**config.mk**
```make
export PLATFORM = sky130hd
export DESIGN_NAME = mme_mac
export DESIGN_NICKNAME = d
export VERILOG_FILES = /design/src/rtl/matrix_multiply_engine_unit_assert.svh /design/src/rtl/mme_pkg.sv /design/src/rtl/mme_mac.sv
export SDC_FILE = /design/constraint.sdc
export NUM_CORES = 1
export LEC_CHECK = 0
export BUFFER_PORTS_ARGS = -buffer_cell sky130_fd_sc_hd__buf_2
export CAP_MARGIN = 20
export CORE_AREA = 3 3 153 155
export DETAILED_ROUTE_END_ITERATION = 7
export DIE_AREA = 0 0 156 158
export HOLD_SLACK_MARGIN = 0.12
export PLACE_DENSITY_LB_ADDON = 0.2
export SETUP_SLACK_MARGIN = 0.4
export SYNTH_ARGS = -nofsm -noshare
export SYNTH_HDL_FRONTEND = slang
export SYNTH_SLANG_ARGS = --single-unit
```
**constraint.sdc**
```tcl
create_clock -name clock -period 8 [get_ports clock]
set_clock_uncertainty 0.15 [all_clocks]
set_input_delay 1.2 -clock clock [delete_from_list [all_inputs] [get_ports clock]]
set_output_delay 1.2 -clock clock [all_outputs]
set_load 0.005 [all_outputs]
```
**src/rtl/matrix_multiply_engine_unit_assert.svh**
```systemverilog
// Assertion macros shared by the matrix multiply engine RTL.
`ifndef MATRIX_MULTIPLY_ENGINE_UNIT_ASSERT_SVH
`define MATRIX_MULTIPLY_ENGINE_UNIT_ASSERT_SVH

// Same-cycle implication, disabled during reset.
`define MME_ASSERT_NOW(label, clk, rst, ante, cons, msg) \
   label: assert property (@(posedge clk) disable iff (rst) (ante) |-> (cons)) \
      else $error(msg);

// Next-cycle implication, disabled during reset.
`define MME_ASSERT_NEXT(label, clk, rst, ante, cons, msg) \
   label: assert property (@(posedge clk) disable iff (rst) (ante) |=> (cons)) \
      else $error(msg);

`endif

```
**src/rtl/mme_pkg.sv**
```systemverilog
// Types and constants for the matrix multiply engine.
package mme_pkg;

   localparam int VALUE_W  = 16;
   localparam int RESULT_W = 32;
   localparam int ACC_W    = 40;
   localparam int IDX_W    = 4;
   localparam int DIM_W    = 5;
   localparam int TYPE_W   = 2;

   localparam logic [DIM_W-1:0] DIM_RESET = 5'd16;

   localparam logic [RESULT_W-1:0] Q_MAX = 32'h7FFF_FFFF;
   localparam logic [RESULT_W-1:0] Q_MIN = 32'h8000_0000;

   // request codes
   localparam logic [TYPE_W-1:0] REQ_LOAD_A  = 2'd0;
   localparam logic [TYPE_W-1:0] REQ_LOAD_B  = 2'd1;
   localparam logic [TYPE_W-1:0] REQ_COMPUTE = 2'd2;

   typedef enum logic [1:0] {
      ST_IDLE,
      ST_RUN,
      ST_DRAIN
   } state_type;

   // control from the sequencer into the MAC pipeline
   typedef struct packed {
      logic clear;
      logic term_vld;
      logic term_zero;
   } mac_ctrl_type;

   // status back from the MAC pipeline
   typedef struct packed {
      logic busy;
      logic saturated;
   } mac_stat_type;

endpackage

```
**src/rtl/mme_mac.sv**
```systemverilog
// Multiply-accumulate pipeline with Q16.16 saturation.
module mme_mac (
   input  logic                                clock,
   input  logic                                reset,
   input  mme_pkg::mac_ctrl_type               ctrl,
   input  logic signed [mme_pkg::VALUE_W-1:0]  a_data,
   input  logic signed [mme_pkg::VALUE_W-1:0]  b_data,
   output mme_pkg::mac_stat_type               stat,
   output logic [mme_pkg::RESULT_W-1:0]        result
);

   logic signed [mme_pkg::RESULT_W-1:0] prod_ff, prod_in;
   logic                                prod_vld_ff;
   logic [mme_pkg::ACC_W-1:0]           acc_ff, acc_in;
   logic [mme_pkg::ACC_W-mme_pkg::RESULT_W:0] acc_hi;
   logic                                ovf;

   // product stage; out-of-range rows or columns read as zero
   always_comb begin
      if (ctrl.term_zero) begin
         prod_in = '0;
      end else begin
         prod_in = a_data * b_data;
      end
   end

   always_ff @(posedge clock) begin
      if (reset) begin
         prod_vld_ff <= 1'b0;
      end else begin
         prod_vld_ff <= ctrl.term_vld & ~ctrl.clear;
      end
      prod_ff <= prod_in;
   end

   // accumulate stage, sign-extended product
   always_comb begin
      acc_in = acc_ff;
      if (ctrl.clear) begin
         acc_in = '0;
      end else if (prod_vld_ff) begin
         acc_in = acc_ff + {{(mme_pkg::ACC_W-mme_pkg::RESULT_W){prod_ff[mme_pkg::RESULT_W-1]}},
                            prod_ff};
      end
   end

   always_ff @(posedge clock) begin
      acc_ff <= acc_in;
   end

   // clamp to signed 32 bits
   assign acc_hi = acc_ff[mme_pkg::ACC_W-1:mme_pkg::RESULT_W-1];
   assign ovf    = ~((&acc_hi) | (~|acc_hi));

   always_comb begin
      if (!ovf) begin
         result = acc_ff[mme_pkg::RESULT_W-1:0];
      end else if (acc_ff[mme_pkg::ACC_W-1]) begin
         result = mme_pkg::Q_MIN;
      end else begin
         result = mme_pkg::Q_MAX;
      end
   end

   assign stat.busy      = prod_vld_ff;
   assign stat.saturated = ovf;

endmodule

```
==> results.py, run 1 <==
metrics = {
    "global_route": {
        "grt.total_usage": 0.269,
        "antenna_found_initial": 0,
        "grt_pass1_wl_mm": 53.7,
        "grt_max_degree": 43,
        "overflow": 0,
        "grt_pass1_vias": 10900,
    },
    "die": {
        "die_h_um": 158,
        "die_w_um": 156,
        "initial_utilization": 0.649,
        "core_um2": 22000,
        "dieArea_um2": 24600,
        "io_pins": 71,
        "rows": 54,
    },
    "worst_hold_path": {
        "holdCritStartpoint": "acc_ff[28]$_SDFFE_PP0P_",
        "hold_path.class": "flop to flop",
    },
    "final_layout": {
        "final_layout_size_suffix_gt1_frac": 0.0668,
        "fin_nets": 2048,
        "antenna_cells": 0,
        "nFillCells": 1790,
        "synthToLayoutAreaGrowth_pct": 6.07,
        "finalNonFillerCells": 1912,
    },
    "synthesis": {
        "syn_avg_cell_area_um2": 8.93,
        "synth_cells": 1596,
        "synth_edf_count": 0,
        "ys_warn_count": 0,
        "synth.distinct_cells": 66,
        "yosys_most_used_dff": "dfxtp_1",
        "ys_seq_area_frac": 0.102,
        "syn-num-nets": 2017,
        "synth_top_cell_area_share": 0.369,
        "synthTopCellsByCount": "inv_1, fa_1, nand2_1, and2_1, ha_1",
        "syn-cell-area_um2": 14300,
        "yosysMostFrequentCell": "inv_1",
        "synthArstFlopShare": 0,
        "ys_top_cells_by_area": "fa_1, ha_1, dfxtp_1, inv_1, and2_1",
        "yosys.area.top_type": "fa_1",
        "synth-seq-cells": 73,
    },
    "routing": {
        "first_iter_violations": 660,
        "firstDrtPassIters": 6,
        "wl_per_cell_um": 16.7,
        "drc_errors": 0,
        "vias_per_cell": 5.61,
        "antenna_left": 0,
        "drt-total-wl_mm": 31.9,
        "dr_total_vias": 10700,
    },
    "timing": {
        "slew_headroom": 0.463,
        "hold_viol_final": 0,
        "fin_setup_tns_ns": 0,
        "worst_pin_slew_ns": 0.805,
        "max_freq_mhz": 140,
        "period_needed_ns": 7.14,
        "min_period_over_period": 0.893,
        "rsz0062_at_grt": "no",
        "report.final.slew_viol_count": 0,
        "setup_viol": 0,
    },
    "run": {
        "max_cap_violations": 0,
    },
    "clock_network": {
        "cts-resized-gates": 0,
        "cts_setup_buffers": 0,
        "clock_path_buffers": 2,
        "clk_pin_slew_ns": 0.06,
        "cts_made_buffers": 9,
        "postCtsHoldBufs": 0,
        "htree_levels": 3,
        "cts_tree": "yes",
        "clk_latency_ns": 0.33,
        "cts_sinks": 73,
        "cts-root-buf": "clkbuf_16",
    },
    "setup_path": {
        "r2r_start": "prod_ff[0]$_SDFF_PP0_",
        "critical_path.max_stage_delay_ns": 0.57,
        "critical_path_class": "primary input to flop",
        "cp_common_cell": "fa_1",
        "crit_start": "a_data[10]",
        "start_kind": "primary input",
        "cp.required_ns": 8.05,
        "cp_max_fo": 16,
        "crit_path_top_delay_cell": "fa_1",
        "path_cells": "buf_2 > nand2_1 > fa_1 > fa_1 > fa_1 > fa_1 > inv_1 > fa_1 > fa_1 > ha_1 > a21o_1 > a21o_1 > a21o_1 > a211oi_1 > o21bai_1 > o31a_1 > o41ai_1 > o21ai_0 > xnor2_1 > nor2_1",
        "crit_path_end_kind": "flop",
        "arrival_ns": 7.19,
    },
    "placed_design": {
        "hpwl_mm": 26.5,
        "dp.cells": 1896,
        "gp_congestion": 0.918,
        "numPortBuffers": 70,
    },
    "status": {
        "outcome": "completed",
    },
}
sequential cells by signal (all words and copies together), names as in the netlist:
name / count
acc_ff: 40
prod_vld_ff: 1
prod_ff: 32
kinds of logic after synthesis:
| family | count (synthesis) | share of synthesized area |
|---|---|---|
| and+or+nand+nor | 471 | 0.162 |
| adders and majority gates | 384 | 0.475 |
| buffers and inverters | 347 | 0.0919 |
| AOI/OAI and AO/OA | 240 | 0.116 |
| DFF | 73 | 0.102 |
| xor gates and xnor gates | 57 | 0.0350 |
| muxes | 24 | 0.0170 |
worst paths after layout:
check	endpoint	slack, ns	cells past startpoint
setup reg to reg	acc_ff[38]$_SDFFE_PP0P_	4.67	13
hold reg to reg	acc_ff[28]$_SDFFE_PP0P_	0.34	2
setup / recovery	prod_ff[24]$_SDFF_PP0_	0.86	20
hold / removal	acc_ff[28]$_SDFFE_PP0P_	0.34	2
layer usage:
layer | vias up | global-route usage | share of wire
met5 | - | 0 | 0
met4 | 0 | 0.0475 | 0.013
met3 | 35 | 0.0533 | 0.079
met2 | 380 | 0.438 | 0.45
met1 | 5215 | 0.384 | 0.46
li1 | 5090 | - | -
critical path: cells and delay by family:
family	cells	cell delay (ns)
XOR/XNOR	1	0.16
adder cells (fa/ha/maj)	7	3.40
buffers and inverters	2	0.32
AND/OR/NAND/NOR	2	0.18
AO/OA/AOI/OAI	8	1.92
layout make-up:
class / instances / area (um^2) / area share
clock inverter: 7 / 103 / 0.00678
timing repair buffer: 74 / 380 / 0.0251
clock buffer: 9 / 225 / 0.0149
sequential: 73 / 1460 / 0.0967
tap: 280 / 350 / 0.0232
inverter: 293 / 1100 / 0.0727
multi-input combinational: 1176 / 11500 / 0.761
stage by stage:
step / utilization / hold WS (ns) / setup WS (ns) / instance area [um^2]
floorplan: - / 0.308 / 1.02 / 14300
CTS: 0.689 / 0.344 / 0.860 / 15100
global route: 0.689 / 0.357 / 0.560 / 15100
global placement: 0.674 / 0.322 / 0.659 / 14800
detailed placement: 0.674 / 0.335 / 0.504 / 14800
finish: 0.689 / 0.342 / 0.856 / 15100
layout by cell type, fill, tap and decap left out, types with 41 or more instances in the layout:
cell / instances
nor2_1: 103
nand2_1: 151
inv_1: 293
xnor2_1: 41
dfxtp_1: 72
and2_1: 131
a21o_1: 71
fa_1: 263
ha_1: 121
a21oi_1: 51
buf_2: 70
Power of run 1 is not shown: default switching activity piles up to over one toggle a cycle in this logic, so the estimate is an artifact.
==> run 2, diff against run 1 <==
CORE_AREA = 3 3 160 162   (was 3 3 153 155)
DIE_AREA = 0 0 163 165   (was 0 0 156 158)
clock period = 6.1 ns   (was 8 ns; I/O delays follow)
==> run 2 against run 1 <==
Compared with the run above: the flow now finishes with violations (negative setup slack); die area up 9.1%; largest cell class unchanged; sequential share of layout area down 1.2 points; flip-flop and latch count unchanged; design area up 14%; critical path depth up 2; final cell count up 11%.
==> results.py, run 2 (synthesized netlist as in run 1, its figures left out) <==
metrics = {
    "final_layout": {
        "layout_commonest_cell": "inv_1",
        "final_layout_size_suffix_gt1_frac": 0.217,
        "regMostFlops": "acc_ff",
        "reg.largest.list": "acc_ff x40, prod_ff x32, prod_vld_ff x1",
        "mostFrequentLayoutCells": "inv_1, fa_1, nand2_1",
        "fin_nets": 2222,
        "nFillCells": 1843,
        "finalNonFillerCells": 2130,
        "antenna_cells": 0,
        "largest_reg_flops": 40,
        "synthToLayoutAreaGrowth_pct": 21.2,
    },
    "routing": {
        "vias_per_cell": 5.37,
        "firstDrtPassIters": 5,
        "dr_total_vias": 11400,
        "antenna_left": 0,
        "wl_per_cell_um": 15.9,
        "drt-total-wl_mm": 33.9,
        "drc_errors": 0,
        "first_iter_violations": 670,
    },
    "setup_path": {
        "cp_max_fo": 6,
        "path_cells": "buf_8 > and2_4 > fa_1 > inv_1 > fa_1 > fa_1 > fa_1 > inv_1 > fa_1 > fa_1 > ha_4 > a21o_1 > a21o_1 > a21o_1 > a211oi_2 > o21bai_2 > buf_4 > o21ai_4 > o21ai_2 > and2_4 > o22ai_2 > mux2_4",
        "crit_start": "b_data[5]",
        "r2r_start": "prod_ff[0]$_SDFF_PP0_",
        "cp_common_cell": "fa_1",
        "cp.required_ns": 6.18,
        "critical_path_class": "primary input to flop",
        "critPathBufInv": 4,
        "critical_path.max_stage_delay_ns": 0.56,
        "crit_path_end_kind": "flop",
        "critical-path-top-delay-family": "adder cells",
        "arrival_ns": 6.37,
        "start_kind": "primary input",
        "crit_path_top_delay_cell": "fa_1",
    },
    "placed_design": {
        "dp.cells": 2078,
        "hpwl_mm": 28.2,
        "gp_congestion": 0.921,
        "numPortBuffers": 70,
    },
    "die": {
        "die_h_um": 165,
        "die_w_um": 163,
        "dieArea_um2": 26900,
        "initial_utilization": 0.588,
        "rows": 57,
        "core_um2": 24200,
        "io_pins": 71,
    },
    "timing": {
        "period_needed_ns": 6.29,
        "slew_headroom": 0.453,
        "worst_pin_slew_ns": 0.821,
        "fin_ws_ns": -0.194,
        "min_period_over_period": 1.03,
        "setup_viol": 7,
        "report.final.slew_viol_count": 0,
        "max_freq_mhz": 159,
        "hold_viol_final": 0,
        "rsz0062_at_grt": "yes",
    },
    "clock_network": {
        "htree_levels": 3,
        "cts_made_buffers": 9,
        "cts-root-buf": "clkbuf_16",
        "cts_sinks": 73,
        "clock_path_buffers": 2,
        "clk_pin_slew_ns": 0.06,
        "clk_latency_ns": 0.34,
        "cts_tree": "yes",
    },
    "global_route": {
        "busiest_layer": "met2",
        "grt_pass1_wl_mm": 56.3,
        "grt_max_degree": 43,
        "grt.total_usage": 0.258,
        "antenna_found_initial": 0,
        "use_met2": 0.437,
        "met3_usage": 0.0374,
        "gr-usage-met1": 0.355,
        "overflow": 0,
        "grt_pass1_vias": 11700,
    },
    "status": {
        "violations": "negative setup slack",
        "outcome": "finished with violations",
    },
    "run": {
        "max_cap_violations": 0,
    },
    "worst_hold_path": {
        "hold_path.class": "flop to flop",
        "holdCritStartpoint": "acc_ff[27]$_SDFFE_PP0P_",
    },
}
run 2: cell types whose count changed in the layout (fill, tap and decap cells not counted), moves of 13 or more:
cell / delta
buf_4: +137
buf_6: +41
and2_1: -26
and2_4: +26
buf_2: -19
inv_1: -16
inv_2: +16
ha_1: -15
fa_1: -13
fa_2: +13
ha_4: +13
run 2: path summary, 6_finish.rpt:
kind,endpoint,slack [ns],depth (start not counted)
setup / recovery,prod_ff[28]$_SDFF_PP0_,-0.19,22
hold / removal,acc_ff[27]$_SDFFE_PP0P_,0.34,2
setup reg to reg,acc_ff[38]$_SDFFE_PP0P_,2.83,13
hold reg to reg,acc_ff[27]$_SDFFE_PP0P_,0.34,2
run 2: repair_timing:
item,in CTS,in global routing
cloned,0,0
pin swaps,48,56
setup endpoints to repair,19,21
setup buffers,24,11
hold buffers,0,0
resized for setup,85,74
run 2: worst reg2reg max path, cell delays in order (launching register included):
cell and delay (ns):
dfxtp_1 0.33, ha_1 0.24, inv_1 0.09, fa_1 0.20
nor2b_1 0.08, o31ai_2 0.27, a21oi_1 0.19, a221oi_2 0.35
a211o_1 0.22, nand2_2 0.08, a221o_2 0.40, a311oi_2 0.27
xnor2_1 0.09, a22o_1 0.22
run 2: final cells by class:
cell class,count,area [um^2],share of cell area
sequential,73,1460,0.0847
clock buffer,9,225,0.0130
timing repair buffer,248,2010,0.116
clock inverter,7,60.1,0.00348
inverter,293,1100,0.0637
tap,324,405,0.0235
multi-input combinational,1176,12000,0.695
run 2: through the flow:
| step | setup slack [ns] | TNS (ns) | hold WS [ns] | util | area, um^2 |
|---|---|---|---|---|---|
| after floorplan | -0.243 | -0.909 | 0.308 | - | 14500 |
| after global placement | -0.587 | -6.33 | 0.323 | 0.664 | 16100 |
| after detailed placement | -0.651 | -7.18 | 0.336 | 0.664 | 16100 |
| after CTS | -0.295 | -1.21 | 0.345 | 0.696 | 16900 |
| after global routing | -0.330 | -2.63 | 0.367 | 0.713 | 17300 |
| final | -0.194 | -0.883 | 0.340 | 0.713 | 17300 |
run 2: metal layers:
metal	up-vias	wire length, um
met5	-	0
met4	0	543
met3	52	1870
met2	346	16200
met1	5590	15300
li1	5447	-
Power of run 2 is left out for the same reason.
==> run 3, diff against run 2 <==
==> constraint.sdc (replaced) <==
create_clock -name clock -period 6.1 [get_ports clock]
set_clock_uncertainty 0.15 [all_clocks]
set_input_delay 1.22 -clock clock [delete_from_list [all_inputs] [get_ports clock]]
set_output_delay 1.22 -clock clock [all_outputs]
set_load 0.005 [all_outputs]
==> run 3 against run 2 <==
Compared with the run above: the flow still finishes with violations (negative setup slack); design area shrank 0.56%; critical path type unchanged; hold slack barely moved; clock-buffer cell count is the same.
==> results.py, run 3 (synthesized netlist as in run 1, its figures left out) <==
metrics = {
    "status": {
        "outcome": "finished with violations",
        "violations": "negative setup slack",
    },
    "clock_network": {
        "cts_tree": "yes",
        "htree_levels": 3,
        "clk_pin_slew_ns": 0.06,
        "cts_sinks": 73,
        "clock_path_buffers": 2,
        "cts_made_buffers": 9,
        "cts-root-buf": "clkbuf_16",
        "clk_latency_ns": 0.34,
    },
    "die": {
        "io_pins": 71,
        "initial_utilization": 0.588,
        "core_um2": 24200,
        "rows": 57,
        "die_h_um": 165,
        "die_w_um": 163,
        "dieArea_um2": 26900,
    },
    "setup_path": {
        "worstReg2RegEnd": "acc_ff[38]$_SDFFE_PP0P_",
        "arrival_ns": 6.72,
        "r2r_setup_slack_ns": 2.71,
        "r2r_start": "prod_ff[0]$_SDFF_PP0_",
        "start_kind": "primary input",
        "cp_max_fo": 6,
        "critical_path_class": "primary input to flop",
        "crit_path_end_kind": "flop",
        "r2r_cells": 13,
        "cp.required_ns": 6.15,
    },
    "global_route": {
        "overflow": 0,
        "antenna_found_initial": 0,
        "grt_pass1_vias": 11700,
        "grt_max_degree": 43,
        "grt_pass1_wl_mm": 56.6,
        "grt.total_usage": 0.262,
    },
    "timing": {
        "fin_ws_ns": -0.569,
        "slew_headroom": 0.425,
        "hold_viol_final": 0,
        "max_freq_mhz": 150,
        "report.final.slew_viol_count": 0,
        "period_needed_ns": 6.67,
        "setup_viol": 18,
        "worst_pin_slew_ns": 0.862,
        "fin_setup_tns_ns": -5.86,
        "rsz0062_at_grt": "yes",
        "min_period_over_period": 1.09,
    },
    "run": {
        "max_cap_violations": 0,
    },
    "final_layout": {
        "synthToLayoutAreaGrowth_pct": 20.5,
        "finalNonFillerCells": 2134,
        "mostFrequentLayoutCells": "inv_1, fa_1, buf_4",
        "final_layout_size_suffix_gt1_frac": 0.208,
        "regMostFlops": "acc_ff",
        "layout_commonest_cell": "inv_1",
        "reg.largest.list": "acc_ff x40, prod_ff x32, prod_vld_ff x1",
        "fin_nets": 2226,
        "antenna_cells": 0,
        "largest_reg_flops": 40,
        "nFillCells": 1893,
    },
    "worst_hold_path": {
        "min_to": "acc_ff[28]$_SDFFE_PP0P_",
        "holdCritStartpoint": "acc_ff[28]$_SDFFE_PP0P_",
        "hold_path.class": "flop to flop",
        "hold_depth": 2,
    },
    "routing": {
        "drt-total-wl_mm": 34.5,
        "dr_total_vias": 11300,
        "wl_per_cell_um": 16.2,
        "drc_errors": 0,
        "first_iter_violations": 701,
        "firstDrtPassIters": 5,
        "vias_per_cell": 5.31,
        "antenna_left": 0,
    },
    "placed_design": {
        "hpwl_mm": 28.5,
        "numPortBuffers": 70,
        "gp_congestion": 0.932,
        "dp.cells": 2091,
        "post-place-ws_ns": -0.942,
    },
}
## run 3: cell count changes in the layout (fill, tap and decap cells not counted), sizes merged
cell and delta:
inv +3, clkbuf -2, clkinv -2, clkinvlp -1, buf +6
## run 3: per-stage QoR
step           area (um^2)   util  hold slack (ns)
2_1_floorplan        14500      -            0.308
3_3_place_gp         16200  0.668            0.324
3_5_place_dp         16200  0.668            0.336
4_1_cts              16800  0.695            0.344
5_1_grt              17200  0.709            0.364
6_report             17200  0.709            0.339
## run 3: layout make-up
type	count	area, um^2	area share
multi-input combinational	1176	11900	0.695
timing repair buffer	252	1990	0.116
sequential	73	1460	0.0851
inverter	293	1100	0.0640
clock inverter	7	63.8	0.00371
clock buffer	9	225	0.0131
tap	324	405	0.0236
## run 3: per-layer routing
metal | vias up | global-route usage | share of wire
met5 | - | 0 | 0
met4 | 0 | 0.0615 | 0.015
met3 | 42 | 0.0301 | 0.046
met2 | 292 | 0.448 | 0.48
met1 | 5551 | 0.360 | 0.46
li1 | 5451 | - | -
## run 3: worst max-delay path, cell delays in order
cell and delay (ns):
buf_8 0.10, and2_4 0.15, fa_1 0.52, inv_1 0.05, fa_1 0.50, fa_1 0.45, fa_1 0.55, inv_1 0.05
fa_1 0.45, fa_1 0.56, ha_4 0.21, a21o_1 0.18, a21o_1 0.18, a21o_1 0.20, a211oi_2 0.25, o21bai_2 0.11
o31a_1 0.31, o41ai_2 0.30, o21ai_1 0.15, xnor2_1 0.19, nor2_1 0.06
## run 3: what timing repair did
item	4_1_cts	5_1_grt
pin swaps	32	47
hold buffers	0	0
setup buffers	9	16
resized for setup	78	54
setup endpoints to repair	20	21
cloned	0	1
## run 3: worst max path at each step
stage | startpoint | endpoint | slack [ns] | depth (start not counted)
floorplan | b_data[5] | prod_ff[24]$_SDFF_PP0_ | -0.55 | 21
global placement | b_data[4] | prod_ff[22]$_SDFF_PP0_ | -0.89 | 21
detailed placement | b_data[4] | prod_ff[24]$_SDFF_PP0_ | -0.94 | 21
CTS | b_data[4] | prod_ff[24]$_SDFF_PP0_ | -0.53 | 21
global route | b_data[4] | prod_ff[24]$_SDFF_PP0_ | -0.69 | 21
finish | b_data[4] | prod_ff[24]$_SDFF_PP0_ | -0.57 | 21
Power of run 3 is left out for the same reason.
